### config.mk
export PLATFORM = sky130hd
export DESIGN_NAME = tksel_cnt
export DESIGN_NICKNAME = d
export VERILOG_FILES = /design/src/hdl/top_k_score_selector_unit_assert.svh /design/src/hdl/tksel_pkg.sv /design/src/hdl/tksel_cnt.sv
export SDC_FILE = /design/constraint.sdc
export NUM_CORES = 1
export LEC_CHECK = 0
export BUFFER_PORTS_ARGS = -buffer_cell sky130_fd_sc_hd__buf_2
export CAP_MARGIN = 25
export CORE_AREA = 2 2 67 69
export DETAILED_ROUTE_END_ITERATION = 6
export DIE_AREA = 0 0 69 71
export HOLD_SLACK_MARGIN = 0.03
export PLACE_DENSITY = 0.78
export SYNTH_ARGS = -nofsm -noshare
export SYNTH_HDL_FRONTEND = slang
export SYNTH_SLANG_ARGS = --single-unit
### constraint.sdc
create_clock -name i_clk -period 3.9 [get_ports i_clk]
set_input_delay 0.78 -clock i_clk [delete_from_list [all_inputs] [get_ports i_clk]]
set_output_delay 0.78 -clock i_clk [all_outputs]
set_load 0.01 [all_outputs]
### src/hdl/top_k_score_selector_unit_assert.svh
// assertion helpers for the top-k score selector
// both sample on i_clk and are off while i_rst_n is low
`ifndef TOP_K_SCORE_SELECTOR_UNIT_ASSERT_SVH
`define TOP_K_SCORE_SELECTOR_UNIT_ASSERT_SVH

// property holds at every active edge
`define TKSEL_HOLD(label, prop) \
    label: assert property (@(posedge i_clk) disable iff (!i_rst_n) (prop)) \
        else $error("top_k_score_selector_unit: invariant violated");

// condition at one edge implies a property at the next edge
`define TKSEL_IMPLY_NEXT(label, cond, prop) \
    label: assert property (@(posedge i_clk) disable iff (!i_rst_n) (cond) |=> (prop)) \
        else $error("top_k_score_selector_unit: next-cycle check failed");

`endif

### src/hdl/tksel_pkg.sv
`timescale 1ns / 1ps

package tksel_pkg;

    localparam int CMD_W   = 2;
    localparam int ITEM_W  = 20;
    localparam int SCORE_W = 32;
    localparam int RANK_W  = 6;
    localparam int MATCH_W = 7;
    localparam int HIT_W   = 16;

    localparam int LIST_DEPTH_DEF = 50;
    localparam int ITEM_BITS_DEF  = 20;

    // slots per popcount group, and the width of one group count
    localparam int GRP_W  = 8;
    localparam int GSUM_W = $clog2(GRP_W + 1);

    localparam logic signed [SCORE_W-1:0] SCORE_FLOOR = {1'b1, {(SCORE_W-1){1'b0}}};
    localparam logic [HIT_W-1:0]          HIT_MAX     = '1;

    typedef enum logic [CMD_W-1:0] {
        CMD_CLEAR = 2'd0,
        CMD_OFFER = 2'd1,
        CMD_QUERY = 2'd2,
        CMD_READ  = 2'd3
    } t_cmd;

    // broadcast from the front end to every slot cell
    typedef struct packed {
        logic                      en;
        logic                      clr;
        logic                      ins;
        logic                      qry;
        logic signed [SCORE_W-1:0] score;
    } t_bcast;

endpackage

### src/hdl/tksel_cnt.sv
`timescale 1ns / 1ps

module tksel_cnt #(
    parameter  int N_IN = tksel_pkg::LIST_DEPTH_DEF,
    localparam int NGRP = (N_IN + tksel_pkg::GRP_W - 1) / tksel_pkg::GRP_W
) (
    input  logic                                     i_clk,
    input  logic                                     i_en,
    input  logic [N_IN-1:0]                          i_bits,
    output logic [NGRP-1:0][tksel_pkg::GSUM_W-1:0]   o_grp_sum
);

    localparam int PAD_W  = NGRP * tksel_pkg::GRP_W;
    localparam int GRP_W  = tksel_pkg::GRP_W;
    localparam int GSUM_W = tksel_pkg::GSUM_W;

    logic [PAD_W-1:0]                 w_pad;
    logic [NGRP-1:0][GSUM_W-1:0]      w_sum;
    logic [NGRP-1:0][GSUM_W-1:0]      r_grp_sum;

    assign w_pad = PAD_W'(i_bits);

    // popcount per group of slots
    always_comb begin
        for (int g = 0; g < NGRP; g++) begin
            w_sum[g] = '0;
            for (int b = 0; b < GRP_W; b++) begin
                w_sum[g] = w_sum[g] + GSUM_W'(w_pad[g*GRP_W + b]);
            end
        end
    end

    always_ff @(posedge i_clk) begin
        if (i_en) begin
            r_grp_sum <= w_sum;
        end
    end

    assign o_grp_sum = r_grp_sum;

endmodule

==> results of run 1 <==
cells by family (layout without fill, tap and decap cells):
family | Yosys count | count (layout)
buffers and inverters | 80 | 159
adders and majority gates | 43 | 43
xor gates and xnor gates | 6 | 6
and+or+nand+nor | 6 | 6
DFF | 26 | 26
AOI/OAI and AO/OA | 6 | 6
other | 1 | 2
worst max-delay path: stages:
cell and delay (ps):
buf_2 110, fa_1 530, inv_1 50, fa_1 490, fa_1 410, inv_1 70
ha_1 160, inv_1 50, fa_1 470, inv_1 50
power by group:
| part | internal, µW | switching (µW) |
|---|---|---|
| clock network | 70.3 | 75.9 |
| logic | 178 | 207 |
| registers | 401 | 14.0 |
| total | 649 | 297 |
routing by layer:
metal / part of all wire [%] / track usage, %
met1: 37 / 14.8
met5: 0 / 0
met4: 1.2 / 5.23
met3: 5.8 / 1.99
met2: 56 / 24.8
placed cells by master (no fill, tap or decap):
cell type and n:
inv_1 78, buf_2 77, edfxtp_1 26, fa_1 24
ha_1 19, a21oi_1 6, nor2b_1 6, xnor2_1 6
clkbuf_8 3, conb_1 2, clkinv_1 1
stage by stage:
stage / setup WS, ps / hold slack, ps
floorplan: 683 / 892
global placement: 507 / 1070
detailed placement: 467 / 1070
CTS: 750 / 795
global route: 644 / 802
finish: 762 / 796
cell type report:
cell class,count,area (µm²)
Fill cell,393,1790
Multi-Input combinational cell,63,846
Sequential cell,26,781
Timing Repair Buffer,77,385
Inverter,78,293
Tap cell,52,65.1
Clock buffer,3,41.3
Clock inverter,1,3.75
how the worst max path moves through the flow:
stage,start,to,slack (ps),depth (start not counted)
floorplan,i_bits[8],o_grp_sum[5],680,9
global placement,i_bits[8],o_grp_sum[5],510,10
detailed placement,i_bits[8],o_grp_sum[5],470,10
CTS,i_bits[8],o_grp_sum[5],750,10
global route,i_bits[8],o_grp_sum[5],640,10
finish,i_bits[8],o_grp_sum[5],760,10
==> metrics, run 1 <==
DR pass1 iterations=4; Synth Area in XOR/XNOR=2.72%; post-synthesis mux area share=0%; peak fanout along the critical path=2; Synth Area in Compound Gates=1.56%; number of port buffers=77; count of different cell masters after synthesis=9; Async SR Flop Fraction=0%; Commonest cells post-synth=inv_1, edfxtp_1, fa_1, ha_1; Via density=4.17; crit path launch type=primary input; Post-Syn Area=0.00193 mm²; #FFs+latches synth=26; Final Hold Fails=0; maximum clock rate=0.319 GHz; effective utilization at floorplan=45.9%; min cycle time layout=3140 ps; power density over the cells=392 mW/mm²; Simple-Gate Fraction of Synth Area=1.94%; setup TNS=0 ps; die width=69 µm; total grt overflow=0; Leak=0.00133 µW; largest family of logic cells by synthesized area=adder cells; setup violators final=0; CTS buffer count=3; CTS sink count=26; worst hold path type=in -> reg; layout cells sized above 1=32.3%; drt first-iter violations=32; worst hold endpoint=o_grp_sum[24]; Synth top area share=40.4%; Max Slew Vio Count=0; CTS max path bufs=2; Area contributors post-synth=edfxtp_1, fa_1, inv_1, ha_1, xnor2_1; Placed Cells=296; cts hold-fix bufs=0; core footprint=0.00420 mm²; VDD IR max=0.146 mV; Final Cell Area=0.00241 mm²; vias in the first global route=1289; Top FF cell, synth=edfxtp_1; area added between synthesis and finish=25.1%; adder-cell share of the synthesized area=37.2%; YS warnings=0; global-route wire length before repair=5180 µm; Yosys top cell by area=edfxtp_1; post-synthesis sequential area ratio=40.4%; I/O pin count=80; Placed Area=0.00237 mm²; Chip Height=71 µm; period utilization=80.5%; max reg flops=26; routed via count=1252; count leader, synth=inv_1; WS Path Type=in -> reg; worst hold path depth=2; Remaining DRCs=0; unrepaired setup endpoints after global routing=false; Routed WL=2930 µm; CTS tree=done; all-layer global routing usage=13.1%; largest net degree at the start of global routing=27; EDFF count, synth=26; GP Congestion=0.751; CP endpoint kind=register; wire per inst=9.76 µm; Avg Inst Size Synth=11.5 µm²; measured slew at the worst slew-check pin=565 ps; Worst-path clk slew=90 ps; setup bufs post-CTS=0; maxcap violations=0; HPWL Detailed=2580 µm; initial antenna violation count=0; Cells after Synth=168; outcome=completed; total power=946 µW; root buf cell=clkbuf_8; Final Util=57.4%; final cell count without fillers=300; die area=0.00490 mm²; antenna cells=0; min-delay src=i_bits[49]; Post-DRT Antenna Nets=0; Data arrival, critical path=3160 ps; CP Data Required Time=3920 ps; # nets final=344; # H-tree levels=1; # resized after CTS=0; Core Rows=24; relative max-transition margin=62.3%
Note: power is estimated with default switching activity, not from simulation.
==> inputs of run 2 (changes only) <==
==> constraint.sdc (replaced) <==
create_clock -name i_clk -period 3.2 [get_ports i_clk]
set_input_delay 0.64 -clock i_clk [delete_from_list [all_inputs] [get_ports i_clk]]
set_output_delay 0.64 -clock i_clk [all_outputs]
set_load 0.01 [all_outputs]
==> metrics, run 2 (synthesized netlist as in run 1, its figures left out) <==
measured slew at the worst slew-check pin=575 ps (+10.1 ps); CTS max path bufs=2 (unchanged); Worst-path clk slew=80 ps (about the same); DR pass1 iterations=2 (-2); initial antenna violation count=0 (unchanged); period utilization=93.9%; outcome=completed; Via density=4.20 (+0.64%); Routed WL=2890 µm (-1.3%); # nets final=344 (unchanged); VDD IR max=0.178 mV (+21%); GP Congestion=0.752 (about the same); core footprint=0.00420 mm² (unchanged); setup bufs post-CTS=0 (unchanged); number of port buffers=77 (unchanged); Chip Height=71 µm (unchanged); crit path launch type=primary input; Final Hold Fails=0 (unchanged); root buf cell=clkbuf_8; multi-input logic area=846 µm² (unchanged); maximum clock rate=0.333 GHz; global-route wire length before repair=5220 µm (+0.93%); Leak=0.00133 µW (unchanged); WS Path Type=in -> reg; CTS tree=done; vias in the first global route=1268 (-1.6%); I/O pin count=80 (unchanged); power density over the cells=478 mW/mm² (+22%); wire per inst=9.63 µm (-1.3%); filler instances=392 (-0.25%); # resized after CTS=0 (unchanged); CTS buffer count=3 (unchanged); unrepaired setup endpoints after global routing=false; Max Slew Vio Count=0 (unchanged); setup violators final=0 (unchanged); Post-DRT Antenna Nets=0 (unchanged); maxcap violations=0 (unchanged); largest net degree at the start of global routing=27 (unchanged); all-layer global routing usage=13.2% (+0.096 points); effective utilization at floorplan=45.9% (unchanged); drt first-iter violations=23 (-28%); CP Data Required Time=3230 ps (-690 ps); Reg area=781 µm² (unchanged); Core Rows=24 (unchanged); antenna cells=0 (unchanged); most frequent cells in the layout=inv_1, buf_2, edfxtp_1; most common cell after layout, fill and taps aside=inv_1; die area=0.00490 mm² (unchanged); Placed Cells=296 (unchanged); CTS sink count=26 (unchanged); final hold slack=659 ps (-137 ps); HPWL Detailed=2570 µm (-0.34%); relative max-transition margin=61.7% (-0.67 points); final cell count without fillers=300 (unchanged); CP endpoint kind=register; routed via count=1260 (+0.64%); # H-tree levels=1 (unchanged); peak fanout along the critical path=2 (unchanged); layout cells sized above 1=32.3% (unchanged); Remaining DRCs=0 (unchanged); die width=69 µm (unchanged); setup TNS=0 ps (unchanged); cts hold-fix bufs=0 (unchanged); min cycle time layout=3000 ps; area added between synthesis and finish=25.1% (unchanged); total grt overflow=0 (unchanged); worst hold path type=in -> reg; Data arrival, critical path=3030 ps (-130 ps); max reg flops=26 (unchanged)
## run 2: final cells by class
class                           count  area share [%]
Clock buffer                        3            1.71
Sequential cell                    26            32.3
Inverter                           78            12.1
Clock inverter                      1           0.155
Tap cell                           52            2.69
Multi-Input combinational cell     63            35.0
Timing Repair Buffer               77            16.0
## run 2: per-layer routing
metal,track usage (%),share of wire (%),vias up
met2,24.8,57,36
li1,-,-,631
met5,0,0,-
met3,2.14,6.0,2
met1,15.0,35,591
met4,5.23,1.2,0
## run 2: stage by stage
step	instance area, µm²	util, %	setup WS, ps	total power [µW]
2_1_floorplan	1930	-	123	824
3_3_place_gp	2370	56.4	-53.2	966
3_5_place_dp	2370	56.4	-92.7	994
4_1_cts	2410	57.4	189	1180
5_1_grt	2410	57.4	86.0	1270
6_report	2410	57.4	196	1150
## run 2: power by group
part | total, µW | internal (µW) | switching (µW)
logic | 470 | 218 | 252
registers | 504 | 488 | 16.0
clock network | 179 | 85.6 | 93.2
total | 1150 | 792 | 362
## run 2: critical path: stages
cell,delay (ps)
buf_2,110
fa_1,530
inv_1,50
fa_1,500
fa_1,410
inv_1,70
ha_1,160
inv_1,50
fa_1,470
inv_1,40
## run 2: final timing paths
kind	startpoint	end	slack, ps	cells past startpoint
hold / removal	i_bits[49]	o_grp_sum[24]	660	2
setup / recovery	i_bits[8]	o_grp_sum[5]	200	10
