<file path="config.mk">
export PLATFORM = sky130hd
export DESIGN_NAME = tksel_cell
export DESIGN_NICKNAME = d
export VERILOG_FILES = /design/src/hdl/top_k_score_selector_unit_assert.svh /design/src/hdl/tksel_pkg.sv /design/src/hdl/tksel_cell.sv
export SDC_FILE = /design/constraint.sdc
export NUM_CORES = 1
export LEC_CHECK = 0
export ABC_AREA = 1
export BUFFER_PORTS_ARGS = -buffer_cell sky130_fd_sc_hd__clkbuf_2
export CAP_MARGIN = 20
export CORE_ASPECT_RATIO = 0.9
export CORE_MARGIN = 3
export CORE_UTILIZATION = 30
export DETAILED_ROUTE_END_ITERATION = 7
export HOLD_SLACK_MARGIN = 0.06
export RECOVER_POWER = 100
export SYNTH_ARGS = -nofsm -noshare
export SYNTH_HDL_FRONTEND = slang
export SYNTH_SLANG_ARGS = --single-unit
</file>
<file path="constraint.sdc">
create_clock -name i_clk -period 2.6 [get_ports i_clk]
set_clock_uncertainty 0.1 [all_clocks]
set_input_delay 0.26 -clock i_clk [delete_from_list [all_inputs] [get_ports i_clk]]
set_output_delay 0.26 -clock i_clk [all_outputs]
set_load 0.005 [all_outputs]
</file>
<file path="src/hdl/top_k_score_selector_unit_assert.svh">
// assertion helpers for the top-k score selector
// both sample on i_clk and are off while i_rst_n is low
`ifndef TOP_K_SCORE_SELECTOR_UNIT_ASSERT_SVH
`define TOP_K_SCORE_SELECTOR_UNIT_ASSERT_SVH

// property holds at every active edge
`define TKSEL_HOLD(label, prop) \
    label: assert property (@(posedge i_clk) disable iff (!i_rst_n) (prop)) \
        else $error("top_k_score_selector_unit: invariant violated");

// condition at one edge implies a property at the next edge
`define TKSEL_IMPLY_NEXT(label, cond, prop) \
    label: assert property (@(posedge i_clk) disable iff (!i_rst_n) (cond) |=> (prop)) \
        else $error("top_k_score_selector_unit: next-cycle check failed");

`endif

</file>
<file path="src/hdl/tksel_pkg.sv">
`timescale 1ns / 1ps

package tksel_pkg;

    localparam int CMD_W   = 2;
    localparam int ITEM_W  = 20;
    localparam int SCORE_W = 32;
    localparam int RANK_W  = 6;
    localparam int MATCH_W = 7;
    localparam int HIT_W   = 16;

    localparam int LIST_DEPTH_DEF = 50;
    localparam int ITEM_BITS_DEF  = 20;

    // slots per popcount group, and the width of one group count
    localparam int GRP_W  = 8;
    localparam int GSUM_W = $clog2(GRP_W + 1);

    localparam logic signed [SCORE_W-1:0] SCORE_FLOOR = {1'b1, {(SCORE_W-1){1'b0}}};
    localparam logic [HIT_W-1:0]          HIT_MAX     = '1;

    typedef enum logic [CMD_W-1:0] {
        CMD_CLEAR = 2'd0,
        CMD_OFFER = 2'd1,
        CMD_QUERY = 2'd2,
        CMD_READ  = 2'd3
    } t_cmd;

    // broadcast from the front end to every slot cell
    typedef struct packed {
        logic                      en;
        logic                      clr;
        logic                      ins;
        logic                      qry;
        logic signed [SCORE_W-1:0] score;
    } t_bcast;

endpackage

</file>
<file path="src/hdl/tksel_cell.sv">
`timescale 1ns / 1ps

module tksel_cell #(
    parameter int ITEM_BITS = tksel_pkg::ITEM_BITS_DEF
) (
    input  logic                                 i_clk,
    input  logic                                 i_rst_n,
    input  tksel_pkg::t_bcast                    i_bc,
    input  logic [ITEM_BITS-1:0]                 i_new_item,
    input  logic                                 i_up_le,
    input  logic [ITEM_BITS-1:0]                 i_up_item,
    input  logic signed [tksel_pkg::SCORE_W-1:0] i_up_score,
    output logic                                 o_le,
    output logic [ITEM_BITS-1:0]                 o_item,
    output logic signed [tksel_pkg::SCORE_W-1:0] o_score,
    output logic                                 o_match
);

    logic [ITEM_BITS-1:0]                 r_item;
    logic signed [tksel_pkg::SCORE_W-1:0] r_score;
    logic                                 r_match;

    // slot score not above the offered score
    assign o_le    = (r_score <= i_bc.score);
    assign o_item  = r_item;
    assign o_score = r_score;
    assign o_match = r_match;

    always_ff @(posedge i_clk) begin
        if (!i_rst_n) begin
            r_item  <= '0;
            r_score <= tksel_pkg::SCORE_FLOOR;
            r_match <= 1'b0;
        end else if (i_bc.en) begin
            r_match <= i_bc.qry && (r_item == i_new_item);
            if (i_bc.clr) begin
                r_item  <= '0;
                r_score <= tksel_pkg::SCORE_FLOOR;
            end else if (i_bc.ins && o_le) begin
                // upper neighbor also qualifies: shift down, else this is the slot
                if (i_up_le) begin
                    r_item  <= i_up_item;
                    r_score <= i_up_score;
                end else begin
                    r_item  <= i_new_item;
                    r_score <= i_bc.score;
                end
            end
        end
    end

endmodule

</file>
==> results of run 1 <==
metal layers:
metal  up-vias  GRT usage
met5         -          0
met2       142      0.259
met4         0     0.0264
met1      1869      0.225
li1       2339          -
met3         5     0.0330
cells in the final DEF (no fill, tap or decap):
| cell type | n |
|---|---|
| clkbuf_16 | 5 |
| o21ai_0 | 56 |
| nand4_1 | 5 |
| nand3_1 | 54 |
| nand2_2 | 1 |
| o22ai_1 | 3 |
| nand3_2 | 1 |
| buf_12 | 5 |
| xnor2_1 | 2 |
| o21a_1 | 2 |
| clkbuf_2 | 131 |
| clkbuf_1 | 32 |
| nor3_1 | 3 |
| a221o_1 | 1 |
| inv_1 | 59 |
| nand2_4 | 1 |
| nand2_1 | 102 |
| nor2_1 | 84 |
| a221oi_1 | 1 |
| clkbuf_8 | 1 |
| inv_2 | 1 |
| a21boi_0 | 1 |
| dfxtp_1 | 53 |
| a21oi_1 | 103 |
| buf_1 | 1 |
| nor4_1 | 1 |
| nor2_2 | 2 |
| a211oi_1 | 2 |
| o211ai_1 | 1 |
| a21oi_2 | 1 |
| a21o_1 | 1 |
| ha_1 | 32 |
| nand2_8 | 1 |
| xor2_1 | 5 |
| buf_4 | 3 |
| or2_2 | 1 |
cells in the mapped netlist:
library cell  number  area share
buf_12             1      0.0050
nor4_1             1      0.0016
nand2_8            1      0.0050
o21a_1             2      0.0038
nor2_2             2      0.0031
nand2_1          101       0.095
nor3_1             3      0.0038
a221o_1            1      0.0025
inv_1             60       0.056
xor2_1             5       0.011
a21o_1             1      0.0019
clkbuf_1          17       0.016
nand4_1            5      0.0078
o211ai_1           1      0.0019
buf_1             14       0.013
o21ai_0           56       0.070
o22ai_1            3      0.0047
buf_2              3      0.0038
a21boi_0           1      0.0019
nand3_2            1      0.0025
nor2_1            84       0.079
nand2_4            2      0.0056
ha_1              32        0.10
or2_2              1      0.0016
dfxtp_1           53        0.27
xnor2_1            2      0.0044
nand2_2            1      0.0016
a211oi_1           2      0.0038
a221oi_1           1      0.0022
a21oi_1          104        0.13
nand3_1           54       0.068
buf_6              9       0.025
critical path, cell delays in order, from the launching register on:
cell	delay, ps
dfxtp_1	350
ha_1	370
nand2_2	80
nor2_2	120
nand2_1	100
nor2_2	150
nand2_1	80
nand2_1	50
nand2_1	50
nand3_2	90
nand2_4	70
nand2_8	160
buf_12	210
nand3_1	90
nand2_1	80
nor2_1	50
power groups by stage:
stage | Sequential, mW | Combinational [mW] | Clock (mW)
after global routing | 0.958 | 0.801 | 0.727
after global placement | 0.967 | 0.706 | 0
after detailed placement | 0.966 | 0.710 | 0
final | 0.948 | 0.692 | 0.677
after floorplan | 0.956 | 0.465 | 0
after CTS | 0.948 | 0.713 | 0.701
cell type report:
type	count	area, um^2	area share
sequential	53	1060	0.213
tap	164	205	0.0412
timing repair buffer	171	898	0.181
clock buffer	7	143	0.0287
inverter	60	225	0.0453
multi-input combinational	467	2440	0.491
cell families after synthesis:
| kind of cell | after synthesis | share of synthesized area |
|---|---|---|
| AOI/OAI and AO/OA | 172 | 0.223 |
| buffers and inverters | 104 | 0.120 |
| DFF | 53 | 0.266 |
| xor gates and xnor gates | 7 | 0.0154 |
| adders and majority gates | 32 | 0.100 |
| and+or+nand+nor | 256 | 0.275 |
timing repair:
item,in CTS,in global routing
gates resized for setup,0,1
hold buffers,0,0
setup endpoints to repair,0,7
sequential cells by signal, summed over array words and instances, names as in the netlist:
register and flops:
o_score 32, o_item 20, o_match 1
how the worst max path moves through the flow:
stage                            from          end  slack [ps]
after floorplan           o_score[31]  o_score[19]         600
after global placement       i_bc[31]    o_item[1]         180
after detailed placement     i_bc[31]    o_item[6]         160
after CTS                 o_score[31]    o_item[1]         210
after global routing      o_score[31]    o_item[5]          20
final                     o_score[31]    o_item[8]         290
==> impl_results.md, run 1 <==
- Antenna Cells: 0
- R2R cell count: 15
- Sequential-to-total area share from yosys stat: 0.266
- Worst-path fanout max: 35
- Vias per std cell: 4.72
- Routed met3 length: 933 um
- Pint: 1.56 mW
- Synth Cell Area: 3990 um^2
- Leakage power: 2.57 nW
- Met2 wire len: 5340 um
- FMAX: 433 MHz
- Area after DPL: 4880 um^2
- Critical path type: flip-flop to flip-flop
- DR iter-0 viols: 245
- Crit start category: flip-flop
- Core Footprint: 12800 um^2
- Clock network power share: 0.292
- Max layer used: met4
- Min-Delay Path Depth: 5
- Clk sinks: 53
- Count of final setup violators: 0
- Crit path DAT: 2400 ps
- Worst hold path endpoint: o_score[12]
- Pwr per Cell Area: 466 nW/um^2
- Syn_nets: 767
- Crit path capture type: flip-flop
- TritonRoute pass-1 iters: 4
- Net Sw Power: 0.758 mW
- Die height: 115 um
- Final Routed Wirelength: 12000 um
- Post-route ant nets: 0
- # rows: 39
- Non-Filler Cell Area, Final: 4980 um^2
- Fill cells: 1436
- Syn avg cell area: 6.39 um^2
- Yosys reg bits: 53
- Outcome: completed
- Reg clk slew, reported paths: 70 ps
- Place WS: 164 ps
- M1 wire length: 5720 um
- Total power: 2.32 mW
- Slew margin rel.: 0.592
- R2r startpoint: o_score[31]
- Yosys synthesis warning count: 0
- Share of layout cells above drive strength 1: 0.203
- Total GRT Usage: 0.160
- Die width: 128 um
- DR WL/cell: 13.1 um
- Post CTS Setup Buffer Count: 0
- Part of the cycle the worst path needs: 0.889
- Vias in the first global route: 3948
- Buffers added on ports: 164
- Full die area: 14700 um^2
- Skew-Pair Late Insertion Delay: 290 ps
- Starting Density: 0.311
- Drc violations: 0
- Utilization after layout: 0.388
- Hold Path Class: input pin to flip-flop
- Initial antenna violation count: 0
- Total gr overflow: 0
- CTS Buffer Depth: 2
- CTS root buffer: clkbuf_16
- Post-route minimum period: 2310 ps
- FF-to-FF setup slack: 290 ps
- I/O pin cnt: 165
- # nets final: 901
- Max-cap viol count: 0
- Number of distinct library cells after synthesis: 32
- Mapped Cells: 624
- Worst flop-to-flop path endpoint: o_item[8]
- Area Overhead vs Synth: 24.8%
- Slew of the pin with the lowest slew margin: 612 ps
- Sequential Power Share: 0.409
- CP required: 2690 ps
- Final Instance Count excl. Fillers: 922
- CTS H-Tree Depth: 2
- CTS tree: built
- Max VDD drop: 0.225 mV
- Vias: 4355
- First-pass GRT wire length: 19500 um
- Switching Fraction: 0.327
- Setup TNS Final: 0 ps
- Final worst slack: 288 ps
- Final hold slack: 219 ps
- Half-perimeter wire length after placement: 8930 um
- Routability cong.: 0.829
- Combinational power share: 0.299
- Hold Violations, Final: 0
- RSZ-0062 raised after global routing: false
- Pin count of the biggest net entering global routing: 102
- Placed cells: 915
- Worst hold start: i_up_score[12]
- Cts bufs inserted: 5
- Fin. max-slew vios: 0
No activity file was read; power rests on OpenSTA's default activity.
==> run 2: changes to the inputs <==
--- a/config.mk
+++ b/config.mk
@@ -14,6 +14,7 @@
 export DETAILED_ROUTE_END_ITERATION = 7
 export HOLD_SLACK_MARGIN = 0.06
 export RECOVER_POWER = 100
+export REMOVE_ABC_BUFFERS = 1
 export SYNTH_ARGS = -nofsm -noshare
 export SYNTH_HDL_FRONTEND = slang
 export SYNTH_SLANG_ARGS = --single-unit
==> run 2 against run 1 <==
  * Design area increased by 1.1%
  * First-iteration DRC count decreased by 24%
  * Non-clock buffer count increased by 4
  * Utilization increased by 0.44 points
  * Sequential share of layout area decreased by 0.24 points
  * Worst setup slack improved by 17 ps
  * Worst hold slack got worse by 4.8 ps
  * Sequential cell count unchanged
==> impl_results.md, run 2 (synthesis gave the netlist of run 1 again) <==
- Critical path type: flip-flop to output pin (was flip-flop to flip-flop)
- CTS tree: built (unchanged)
- Outcome: completed (unchanged)
- I/O pin cnt: 165 (unchanged)
- Cts bufs inserted: 5 (unchanged)
- Antenna Cells: 0 (unchanged)
- Hold_buf cts: 0 (unchanged)
- Hold Violations, Final: 0 (unchanged)
- First-pass GRT wire length: 19200 um (was 19500 um)
- Starting Density: 0.311 (unchanged)
- Pin count of the biggest net entering global routing: 93 (was 102)
- Fin. max-slew vios: 0 (unchanged)
- Routability cong.: 0.806 (was 0.829)
- Post-route minimum period: 2290 ps (was 2310 ps)
- Pwr per Cell Area: 481 nW/um^2 (was 466 nW/um^2)
- Buffers added on ports: 164 (unchanged)
- Commonest non-fill, non-tap cell in the layout: clkbuf_2 (unchanged)
- Largest register FFs: 32 (unchanged)
- Footprint of the multi-input gates: 2440 um^2 (about the same)
- Die width: 128 um (unchanged)
- Crit start category: flip-flop (unchanged)
- Drc violations: 0 (unchanged)
- Vias per std cell: 4.64 (was 4.72)
- Worst-path fanout max: 3 (was 35)
- # rows: 39 (unchanged)
- Crit path capture type: output pin (was flip-flop)
- Max-cap viol count: 0 (unchanged)
- Final Routed Wirelength: 11800 um (was 12000 um)
- Share of layout cells above drive strength 1: 0.210 (was 0.203)
- CP required: 2240 ps (was 2690 ps)
- Die height: 115 um (unchanged)
- Max VDD drop: 0.255 mV (was 0.225 mV)
- Hold Path Class: input pin to flip-flop (unchanged)
- Area Overhead vs Synth: 26.2% (was 24.8%)
- Skew-Pair Late Insertion Delay: 290 ps (about the same)
- Clk sinks: 53 (unchanged)
- Slew of the pin with the lowest slew margin: 351 ps (was 612 ps)
- CTS H-Tree Depth: 2 (unchanged)
- FMAX: 436 MHz (was 433 MHz)
- Vias: 4303 (was 4355)
- FF/Latch Area: 1060 um^2 (unchanged)
- Crit path DAT: 1930 ps (was 2400 ps)
- Critical-path cell list: ha_1 > a21oi_1 > o21ai_0 > a21oi_1 > nand2_1 > nand2_1 > nand3_1 > nand3_2 > clkbuf_1 (was ha_1 > nand2_2 > nor2_2 > nand2_1 > nor2_2 > nand2_1 > nand2_1 > nand2_1 > nand3_2 > nand2_4 > nand2_8 > buf_12 > nand3_1 > nand2_1 > nor2_1)
- Commonest cells after routing, fill and taps aside: clkbuf_2, a21oi_1, nand2_1 (unchanged)
- Total power: 2.42 mW (was 2.32 mW)
- Post CTS Setup Buffer Count: 0 (unchanged)
- Half-perimeter wire length after placement: 8890 um (was 8930 um)
- CP max-delay cell: dfxtp_1 (was ha_1)
- Initial antenna violation count: 0 (unchanged)
- Fill cells: 1415 (was 1436)
- Leakage power: 2.60 nW (was 2.57 nW)
- Post-route ant nets: 0 (unchanged)
- CP peak stage delay: 330 ps (was 370 ps)
- Part of the cycle the worst path needs: 0.883 (was 0.889)
- RSZ-0062 raised after global routing: false (unchanged)
- Count of final setup violators: 0 (unchanged)
- Reg clk slew, reported paths: 80 ps (was 70 ps)
- Vias in the first global route: 3964 (was 3948)
- CTS root buffer: clkbuf_16 (unchanged)
- Total GRT Usage: 0.157 (was 0.160)
- Total gr overflow: 0 (unchanged)
- PostCTS Resize Cnt: 0 (unchanged)
- TritonRoute pass-1 iters: 4 (unchanged)
- DR iter-0 viols: 187 (was 245)
- # nets final: 905 (was 901)
- Setup TNS Final: 0 ps (unchanged)
- Core Footprint: 12800 um^2 (unchanged)
- Slew margin rel.: 0.766 (was 0.592)
- CTS Buffer Depth: 2 (unchanged)
- DR WL/cell: 12.8 um (was 13.1 um)
- Full die area: 14700 um^2 (unchanged)
## run 2: changes by cell type in the layout (fill, tap and decap cells not counted), sizes merged
cell      previous run  this run
buf                  9        13
clkbuf             169       167
bufinv               0         1
clkinv               0         1
clkinvlp             0         1
## run 2: through the flow
step	util	cell area (um^2)	hold slack (ps)	setup WS (ps)	cells
4_1_cts	0.396	5080	214	267	927
3_5_place_dp	0.382	4910	400	201	919
6_report	0.392	5030	214	305	927
3_3_place_gp	0.382	4910	390	213	919
5_1_grt	0.392	5030	238	76.2	927
2_1_floorplan	-	3730	244	474	580
## run 2: worst max-delay path, delay by kind of cell, from the launching register on
kind                     cells  cell delay, ps
AO/OA/AOI/OAI                3             460
adder cells (fa/ha/maj)      1             290
buffers and inverters        1             170
flip-flops                   1             330
AND/OR/NAND/NOR              4             400
## run 2: final timing paths
path	startpoint	end	slack (ps)	cells after the start
max reg2reg	o_score[15]	o_score[8]	310	14
max	o_score[15]	o_le	310	9
min	i_up_item[5]	o_item[5]	210	5
min reg2reg	o_match	o_match	410	2
## run 2: cell type report
class / count / share of cell area
inverters: 60 / 0.0448
well taps: 164 / 0.0408
clock inverters: 3 / 0.00920
repair buffers: 175 / 0.185
multi-input cells: 467 / 0.485
flip-flops and latches: 53 / 0.211
clock buffers: 5 / 0.0249
## run 2: per-layer routing
layer / GRT usage / up-vias / wire length, um
met3: 0.0316 / 2 / 714
met5: 0 / - / 0
met1: 0.226 / 1833 / 5900
met2: 0.248 / 120 / 5190
li1: - / 2348 / -
met4: 0.0236 / 0 / 34
## run 2: where the power goes
group	switching, mW	total [mW]	internal, mW	leakage, nW
logic	0.395	0.699	0.304	2.08
registers	0.0636	0.944	0.881	0.437
clock network	0.319	0.776	0.457	0.0800
total	0.778	2.42	1.64	2.60
